File: config.mk
export PLATFORM = sky130hd
export DESIGN_NAME = light_and_watering_servo_scheduler
export DESIGN_NICKNAME = d
export VERILOG_FILES = /design/src/sv/lwss_pkg.sv /design/src/sv/lwss_step.sv /design/src/sv/light_and_watering_servo_scheduler.sv
export SDC_FILE = /design/constraint.sdc
export NUM_CORES = 1
export LEC_CHECK = 0
export ABC_AREA = 1
export BUFFER_PORTS_ARGS = -buffer_cell sky130_fd_sc_hd__clkbuf_2
export CAP_MARGIN = 25
export CORE_MARGIN = 5
export CORE_UTILIZATION = 45
export DETAILED_ROUTE_END_ITERATION = 16
export GPL_ROUTABILITY_DRIVEN = 0
export SYNTH_ARGS = -nofsm -noshare
export SYNTH_HDL_FRONTEND = slang
export SYNTH_HIERARCHICAL = 1
export SYNTH_SLANG_ARGS = --single-unit
File: constraint.sdc
create_clock -name aclk -period 5.5 [get_ports aclk]
set_input_delay 1.375 -clock aclk [delete_from_list [all_inputs] [get_ports aclk]]
set_output_delay 1.375 -clock aclk [all_outputs]
set_load 0.02 [all_outputs]
File: src/sv/lwss_pkg.sv
`default_nettype none
// ============================================================================
// lwss_pkg: shared types and constants of the light and watering scheduler
//
// Register indexes, configuration and state records, item and result
// records, and the angle saturation helper.
// ============================================================================
package lwss_pkg;

    localparam int unsigned DurW    = 27;
    localparam int unsigned TimeW   = 32;
    localparam int unsigned SampleW = 10;
    localparam int unsigned ThrW    = 10;
    localparam int unsigned AngleW  = 8;
    localparam int unsigned PairW   = 16;
    localparam int unsigned CfgIdxW = 3;
    localparam int unsigned CfgDataW = DurW;
    localparam int unsigned CmpW    = 16;

    localparam logic [AngleW-1:0] MaxAngle = 8'd180;

    // Scaling of the humidity compare: sample * 19 < threshold * 33.
    localparam logic [CmpW-1:0] SampleScale = 16'd19;
    localparam logic [CmpW-1:0] ThrScale    = 16'd33;

    // Configuration register indexes.
    localparam logic [CfgIdxW-1:0] RegManualMode   = 3'd0;
    localparam logic [CfgIdxW-1:0] RegLightOnMs    = 3'd1;
    localparam logic [CfgIdxW-1:0] RegLightOffMs   = 3'd2;
    localparam logic [CfgIdxW-1:0] RegValveOpenMs  = 3'd3;
    localparam logic [CfgIdxW-1:0] RegValveLockMs  = 3'd4;
    localparam logic [CfgIdxW-1:0] RegHumThreshold = 3'd5;
    localparam logic [CfgIdxW-1:0] RegValveAngles  = 3'd6;
    localparam logic [CfgIdxW-1:0] RegLightAngles  = 3'd7;

    // Reset values of the configuration registers.
    localparam logic [DurW-1:0]  RstLightOnMs   = 27'd57600000;
    localparam logic [DurW-1:0]  RstLightOffMs  = 27'd28800000;
    localparam logic [DurW-1:0]  RstValveOpenMs = 27'd5000;
    localparam logic [DurW-1:0]  RstValveLockMs = 27'd600000;
    localparam logic [ThrW-1:0]  RstThreshold   = 10'd120;
    localparam logic [PairW-1:0] RstAngles      = 16'd23085;

    // Input item kinds.
    localparam logic CmdTick   = 1'b0;
    localparam logic CmdManual = 1'b1;

    // Manual command targets.
    localparam logic TargetValve = 1'b0;
    localparam logic TargetLight = 1'b1;

    typedef struct packed {
        logic              manual_mode;
        logic [DurW-1:0]   light_on_ms;
        logic [DurW-1:0]   light_off_ms;
        logic [DurW-1:0]   valve_open_ms;
        logic [DurW-1:0]   valve_lockout_ms;
        logic [ThrW-1:0]   humidity_threshold;
        logic [PairW-1:0]  valve_angles;
        logic [PairW-1:0]  light_angles;
    } cfg_t;

    typedef struct packed {
        logic              light_state;
        logic [TimeW-1:0]  light_mark;
        logic              water_state;
        logic [TimeW-1:0]  water_mark;
    } sched_state_t;

    typedef struct packed {
        logic              command;
        logic [TimeW-1:0]  now_ms;
        logic [SampleW-1:0] air_sample;
        logic              target;
        logic [AngleW-1:0] angle;
    } item_t;

    // Declared highest field first, so the packed form matches the output
    // beat layout with valve_update in bit 0.
    typedef struct packed {
        logic              light_on;
        logic              watering_on;
        logic [AngleW-1:0] light_angle;
        logic              light_update;
        logic [AngleW-1:0] valve_angle;
        logic              valve_update;
    } result_t;

    function automatic logic [AngleW-1:0] sat_angle(input logic [AngleW-1:0] a);
        return (a > MaxAngle) ? MaxAngle : a;
    endfunction

endpackage
`default_nettype wire

File: src/sv/lwss_step.sv
`default_nettype none
// ============================================================================
// lwss_step: next-state and result logic for one item
//
// Runs the light and valve schedule for a tick, or passes a manual command
// through to one servo, and forms the result beat.
// ============================================================================
module lwss_step
    import lwss_pkg::*;
(
    input  wire cfg_t         cfg,
    input  wire sched_state_t cur,
    input  wire item_t        item,
    output sched_state_t      nxt,
    output result_t           res
);

    logic [TimeW-1:0] light_elapsed;
    logic [TimeW-1:0] water_elapsed;
    logic [CmpW-1:0]  sample_scaled;
    logic [CmpW-1:0]  thr_scaled;
    logic             light_toggle;
    logic             valve_open;
    logic             valve_close;
    logic             changed;
    logic [AngleW-1:0] cmd_angle;

    assign light_elapsed = item.now_ms - cur.light_mark;
    assign water_elapsed = item.now_ms - cur.water_mark;
    assign sample_scaled = CmpW'(item.air_sample) * SampleScale;
    assign thr_scaled    = CmpW'(cfg.humidity_threshold) * ThrScale;
    assign cmd_angle     = sat_angle(item.angle);

    always_comb begin
        if (cur.light_state) begin
            light_toggle = light_elapsed > TimeW'(cfg.light_on_ms);
        end else begin
            light_toggle = light_elapsed > TimeW'(cfg.light_off_ms);
        end
    end

    // A valve that opens on this tick has zero elapsed time, so it can never
    // also close on the same tick; closing is only checked when it was open.
    assign valve_open  = !cur.water_state && (sample_scaled < thr_scaled)
                         && (water_elapsed > TimeW'(cfg.valve_lockout_ms));
    assign valve_close = cur.water_state
                         && (water_elapsed > TimeW'(cfg.valve_open_ms));

    always_comb begin
        nxt     = cur;
        res     = '0;
        changed = 1'b0;
        if (cfg.manual_mode) begin
            if (item.command == CmdManual) begin
                if (item.target == TargetValve) begin
                    res.valve_update = 1'b1;
                    res.valve_angle  = cmd_angle;
                end else begin
                    res.light_update = 1'b1;
                    res.light_angle  = cmd_angle;
                end
            end
        end else if (item.command == CmdTick) begin
            if (light_toggle) begin
                nxt.light_state = !cur.light_state;
                nxt.light_mark  = item.now_ms;
            end
            if (valve_open || valve_close) begin
                nxt.water_state = valve_open;
                nxt.water_mark  = item.now_ms;
            end
            changed = light_toggle || valve_open || valve_close;
            if (changed) begin
                res.valve_update = 1'b1;
                res.valve_angle  = nxt.water_state
                                 ? sat_angle(cfg.valve_angles[PairW-1:AngleW])
                                 : sat_angle(cfg.valve_angles[AngleW-1:0]);
                res.light_update = 1'b1;
                res.light_angle  = nxt.light_state
                                 ? sat_angle(cfg.light_angles[PairW-1:AngleW])
                                 : sat_angle(cfg.light_angles[AngleW-1:0]);
            end
        end
        res.watering_on = nxt.water_state;
        res.light_on    = nxt.light_state;
    end

endmodule
`default_nettype wire

File: src/sv/light_and_watering_servo_scheduler.sv
`default_nettype none
// ============================================================================
// light_and_watering_servo_scheduler: servo scheduler for light and valve
//
// Top level: configuration registers, input register, schedule state and
// output register around the per-item step logic.
// ============================================================================
// Each input beat is either a time tick (tuser = 0) carrying the current
// millisecond time and a raw air humidity sample, or a manual servo command
// (tuser = 1) carrying a target servo and an angle. Every accepted beat
// produces exactly one output beat. In automatic mode a tick toggles the
// light after its on or off duration, opens the valve when the scaled
// humidity is below the threshold and the lockout has elapsed, and closes it
// after the open time; when anything changes both servo angles are reported.
// In manual mode a command writes its angle straight to one servo. The block
// takes one beat per clock cycle while the output side is ready: a beat is
// held in the input register, where its schedule step is evaluated and
// written into the state and the output register, which presents the
// result beat. A stalled output holds the beat in the input register, and
// the input side stops taking beats until the output register drains. The
// schedule state is updated at the same edge the result is registered, so
// the next beat always sees it. Configuration writes take effect at the
// next edge and should be made while no beat is in flight.
module light_and_watering_servo_scheduler
    import lwss_pkg::*;
(
    input  wire                 aclk,
    input  wire                 aresetn,

    // Configuration write port.
    input  wire                 cfg_wr_en,
    input  wire [CfgIdxW-1:0]   cfg_addr,
    input  wire [CfgDataW-1:0]  cfg_wdata,

    // Input stream.
    input  wire                 s_tvalid,
    output logic                s_tready,
    // tdata, lowest bit up: now_ms[31:0], air_sample[41:32], target[42],
    // angle[50:43], zero fill[55:51].
    input  wire [55:0]          s_tdata,
    // tuser: command[0].
    input  wire                 s_tuser,

    // Result stream.
    output logic                m_tvalid,
    input  wire                 m_tready,
    // tdata, lowest bit up: valve_update[0], valve_angle[8:1],
    // light_update[9], light_angle[17:10], watering_on[18], light_on[19],
    // zero fill[23:20].
    output logic [23:0]         m_tdata
);

    cfg_t         cfg_reg;
    sched_state_t state_reg;
    sched_state_t state_next;
    item_t        item_reg;
    logic         in_valid_reg;
    result_t      result_reg;
    result_t      result_next;
    logic         out_valid_reg;
    logic         advance;

    // The held beat moves on when the output register is empty or is being
    // drained in this cycle; the input register refills whenever it moves.
    assign advance  = in_valid_reg && (!out_valid_reg || m_tready);
    assign s_tready = !in_valid_reg || advance;

    // Configuration registers.
    always_ff @(posedge aclk) begin
        if (!aresetn) begin
            cfg_reg.manual_mode        <= 1'b0;
            cfg_reg.light_on_ms        <= RstLightOnMs;
            cfg_reg.light_off_ms       <= RstLightOffMs;
            cfg_reg.valve_open_ms      <= RstValveOpenMs;
            cfg_reg.valve_lockout_ms   <= RstValveLockMs;
            cfg_reg.humidity_threshold <= RstThreshold;
            cfg_reg.valve_angles       <= RstAngles;
            cfg_reg.light_angles       <= RstAngles;
        end else if (cfg_wr_en) begin
            case (cfg_addr)
                RegManualMode:   cfg_reg.manual_mode        <= cfg_wdata[0];
                RegLightOnMs:    cfg_reg.light_on_ms        <= cfg_wdata;
                RegLightOffMs:   cfg_reg.light_off_ms       <= cfg_wdata;
                RegValveOpenMs:  cfg_reg.valve_open_ms      <= cfg_wdata;
                RegValveLockMs:  cfg_reg.valve_lockout_ms   <= cfg_wdata;
                RegHumThreshold: cfg_reg.humidity_threshold <= cfg_wdata[ThrW-1:0];
                RegValveAngles:  cfg_reg.valve_angles       <= cfg_wdata[PairW-1:0];
                RegLightAngles:  cfg_reg.light_angles       <= cfg_wdata[PairW-1:0];
                default: begin
                end
            endcase
        end
    end

    // Input register: the payload needs no reset, only its valid flag.
    always_ff @(posedge aclk) begin
        if (!aresetn) begin
            in_valid_reg <= 1'b0;
        end else if (s_tready) begin
            in_valid_reg <= s_tvalid;
        end
    end

    always_ff @(posedge aclk) begin
        if (s_tready && s_tvalid) begin
            item_reg.command    <= s_tuser;
            item_reg.now_ms     <= s_tdata[31:0];
            item_reg.air_sample <= s_tdata[41:32];
            item_reg.target     <= s_tdata[42];
            item_reg.angle      <= s_tdata[50:43];
        end
    end

    lwss_step u_step (
        .cfg  (cfg_reg),
        .cur  (state_reg),
        .item (item_reg),
        .nxt  (state_next),
        .res  (result_next)
    );

    // Schedule state: lights off, valve closed, both marks at zero.
    always_ff @(posedge aclk) begin
        if (!aresetn) begin
            state_reg <= '0;
        end else if (advance) begin
            state_reg <= state_next;
        end
    end

    // Output register.
    always_ff @(posedge aclk) begin
        if (!aresetn) begin
            out_valid_reg <= 1'b0;
        end else if (advance) begin
            out_valid_reg <= 1'b1;
        end else if (m_tready) begin
            out_valid_reg <= 1'b0;
        end
    end

    always_ff @(posedge aclk) begin
        if (advance) begin
            result_reg <= result_next;
        end
    end

    assign m_tvalid = out_valid_reg;
    assign m_tdata  = {4'b0000, result_reg};

endmodule
`default_nettype wire

==> metrics.csv <==
stage;metric;value;unit
routing;dr_total_vias;19400;
routing;viasPerCell;5.05;
final_layout;area_growth;10.2;%
critical_path;rr_worst_depth;35;
worst_hold_path;holdPathStages;2;
critical_path;critical_path_class;flip-flop to flip-flop;
floorplanning;coreArea;46700;µm²
sta;fin_crit;5.11;ns
clock_network;root_buffer;clkbuf_16;
synth;synthFlopType;dfxtp_1;
sta;worst_pin_slew;0.935;ns
placed_design;portBuffers;108;
floorplanning;ios;118;
synth;yosysUniqueCellTypes;47;
power_and_ir_drop;p_comb_share;32.4;%
sta;setup_viol;0;
final_layout;drive_gt1_share;9.05;%
global_route;grt.total_usage;23.2;%
status;status;finished clean;
critical_path;cp_common_cell;nand2_1;
power_and_ir_drop;irDropWorstVdd;0.266;mV
critical_path;cp.required;5.95;ns
sta;tns;0;ns
sta;rsz0062_at_grt;no;
routing;drt_iter0_drc;1427;
power_and_ir_drop;p_sw;0.00251;W
power_and_ir_drop;swShare;35.5;%
final_layout;diodes;0;
critical_path;worstSetupStartpointType;flip-flop;
routing;drc_errors;0;
power_and_ir_drop;power_frac_seq;34.1;%
flow_run;drv_cap;0;
global_route;antenna_found_initial;0;
critical_path;max_stage_delay;0.40;ns
final_layout;largest_reg_flops;151;
clock_network;cts_hold_buf;0;
routing;wl_per_cell;15.7;µm
global_route;grt_pass1_wl;96400;µm
placed_design;placed_area;22200;µm²
power_and_ir_drop;leakage;11.9;nW
power_and_ir_drop;p_int;0.00456;W
synth;synth_cells;3133;
sta;skew;0.0121;ns
global_route;grt_max_degree;122;
floorplanning;start_util;45.5;%
floorplanning;dieArea;51700;µm²
routing;ant_nets;0;
clock_network;clock-sinks;291;
sta;hold_violations;0;
floorplanning;die_w;227;µm
clock_network;insertion_delay;0.55;ns
clock_network;cts_buffer_depth;3;
power_and_ir_drop;power_density;302;nW/µm²
critical_path;critPathSlowestCell;fa_1;
synth;synth-seq-cells;291;
synth;synth_edf_count;72;
clock_network;clkTransAtPathRegs;0.06;ns
synth;netlist_area;21200;µm²
synth;avgSynthCellArea;6.78;µm²
floorplanning;rows;79;
final_layout;postLayoutCellArea;23400;µm²
routing;dr.pass1.iters;6;
global_route;grt_pass1_vias;18200;
clock_network;cts_tree;built;
critical_path;worst-path-max-fanout;65;
routing;wl;60300;µm
critical_path;endpoint_kind;flip-flop;
clock_network;cts.repair.resized;0;
sta;fin_crit_sh;92.9;%
synth;ys_seq_area_share;30.8;%
power_and_ir_drop;power_frac_clock;33.5;%
synth;ys_warn_count;6;
sta;maxSlewHeadroom;37.7;%
floorplanning;die_height;227;µm
final_layout;layout.nets;3534;
critical_path;arrival;5.55;ns
clock_network;cts_setup_buffers;0;
sta;finalMaxSlewViolations;0;
global_route;gr-total-overflow;0;
synth;synthArstFlopShare;0;%
clock_network;cts.htree.levels;2;
worst_hold_path;holdCritPathClass;flip-flop to flip-flop;
clock_network;cts-buffers-inserted;37;
sta;fmax;196;MHz
placed_design;dp_hpwl;46100;µm
-- routing by layer --
metal	vias up	wire length [µm]	track usage, %	part of all wire, %
met5	-	0	0	0
met4	0	1760	7.47	2.9
met3	97	3800	3.58	6.3
met2	528	26300	36.3	44
met1	8806	28500	33.0	47
li1	9988	-	-	-
-- critical path, delay by kind of cell, from the launching register on --
kind | cells | cell delay [ns]
AND/OR/NAND/NOR | 25 | 2.51
flip-flops | 1 | 0.36
AO/OA/AOI/OAI | 3 | 0.48
adder cells (fa/ha/maj) | 3 | 0.90
XOR/XNOR | 1 | 0.22
buffers and inverters | 3 | 0.40
-- per-stage QoR --
| stage | power [W] | hold slack [ns] | std cells | setup slack, ns | utilization, % |
|---|---|---|---|---|---|
| floorplan | 0.00411 | 0.429 | 3136 | 1.25 | - |
| global placement | 0.00466 | 0.442 | 3777 | 0.419 | 47.6 |
| detailed placement | 0.00472 | 0.443 | 3777 | 0.328 | 47.6 |
| CTS | 0.00713 | 0.457 | 3843 | 0.300 | 50.1 |
| global route | 0.00755 | 0.493 | 3844 | 0.0133 | 50.2 |
| finish | 0.00707 | 0.458 | 3844 | 0.393 | 50.2 |
-- synthesized netlist by cell type, types with 9 or more instances --
| master | instances | area share [%] |
|---|---|---|
| clkbuf_1 | 27 | 0.48 |
| nand3b_1 | 73 | 2.6 |
| o21ai_1 | 36 | 0.85 |
| nand3_1 | 214 | 5.0 |
| o21ai_0 | 23 | 0.54 |
| ha_1 | 223 | 13 |
| a21oi_1 | 118 | 2.8 |
| edfxtp_1 | 72 | 10 |
| nand2_1 | 887 | 16 |
| nor3_1 | 12 | 0.28 |
| o21ai_2 | 30 | 1.2 |
| inv_2 | 9 | 0.16 |
| inv_1 | 467 | 8.3 |
| nor2_1 | 440 | 7.8 |
| xnor2_1 | 29 | 1.2 |
| o21bai_1 | 12 | 0.42 |
| xor2_1 | 39 | 1.6 |
| dfxtp_1 | 219 | 21 |
| nand2_2 | 38 | 1.1 |
| fa_1 | 9 | 0.85 |
| nor2_2 | 11 | 0.32 |
| buf_4 | 18 | 0.64 |
| buf_2 | 32 | 0.75 |
| buf_1 | 10 | 0.18 |
| a31oi_1 | 10 | 0.29 |
| o21a_1 | 9 | 0.32 |
-- placed cells by master, fill, tap and decap left out, drive strengths merged, types with 2 or more instances in the layout --
cell and instances:
inv 478, edfxtp 72, o21a 9, bufinv 2, nor3b 3, xnor2 29
a31o 2, clkbuf 163, ha 223, nor2 454, o21ai 89, a21oi 120
nand3 218, fa 9, xor2 39, or2 4, buf 26, nand2 929
a31oi 10, and3 3, nand3b 73, a211oi 4, nor4 5, dfxtp 219
o21bai 12, nand4 7, conb 4, nor3 12, clkinv 8, a21o 7
-- kinds of logic after synthesis --
kind of cell	share of synthesized area, %
compound gates	7.07
xor+xnor	2.80
fa+ha+maj	14.0
buf+inv	11.3
flops	30.8
other cells	0.0177
simple gates	34.0
-- final timing paths --
check / from / slack, ns / endpoint
worst min-delay path: cfg_reg[77] / 0.46 / cfg_reg[77]
worst max register to register: item_reg[19] / 0.39 / state_reg[8]
worst min register to register: cfg_reg[77] / 0.46 / cfg_reg[77]
worst max-delay path: item_reg[19] / 0.39 / state_reg[8]
-- cell type report --
type | instances | area, µm²
clock buffers | 56 | 1050
clock inverters | 10 | 113
fillers | 4738 | 23300
inverters | 479 | 1800
multi-input cells | 2268 | 12300
flip-flops and latches | 291 | 6550
well taps | 607 | 759
repair buffers | 133 | 797
-- power groups by stage --
stage | Clock, W | Combinational, W | Sequential (W)
3_3_place_gp | 0 | 0.00221 | 0.00245
6_report | 0.00237 | 0.00229 | 0.00241
2_1_floorplan | 0 | 0.00167 | 0.00244
3_5_place_dp | 0 | 0.00227 | 0.00245
5_1_grt | 0.00252 | 0.00261 | 0.00242
4_1_cts | 0.00243 | 0.00228 | 0.00241
Note: power is estimated with default switching activity, not from simulation.
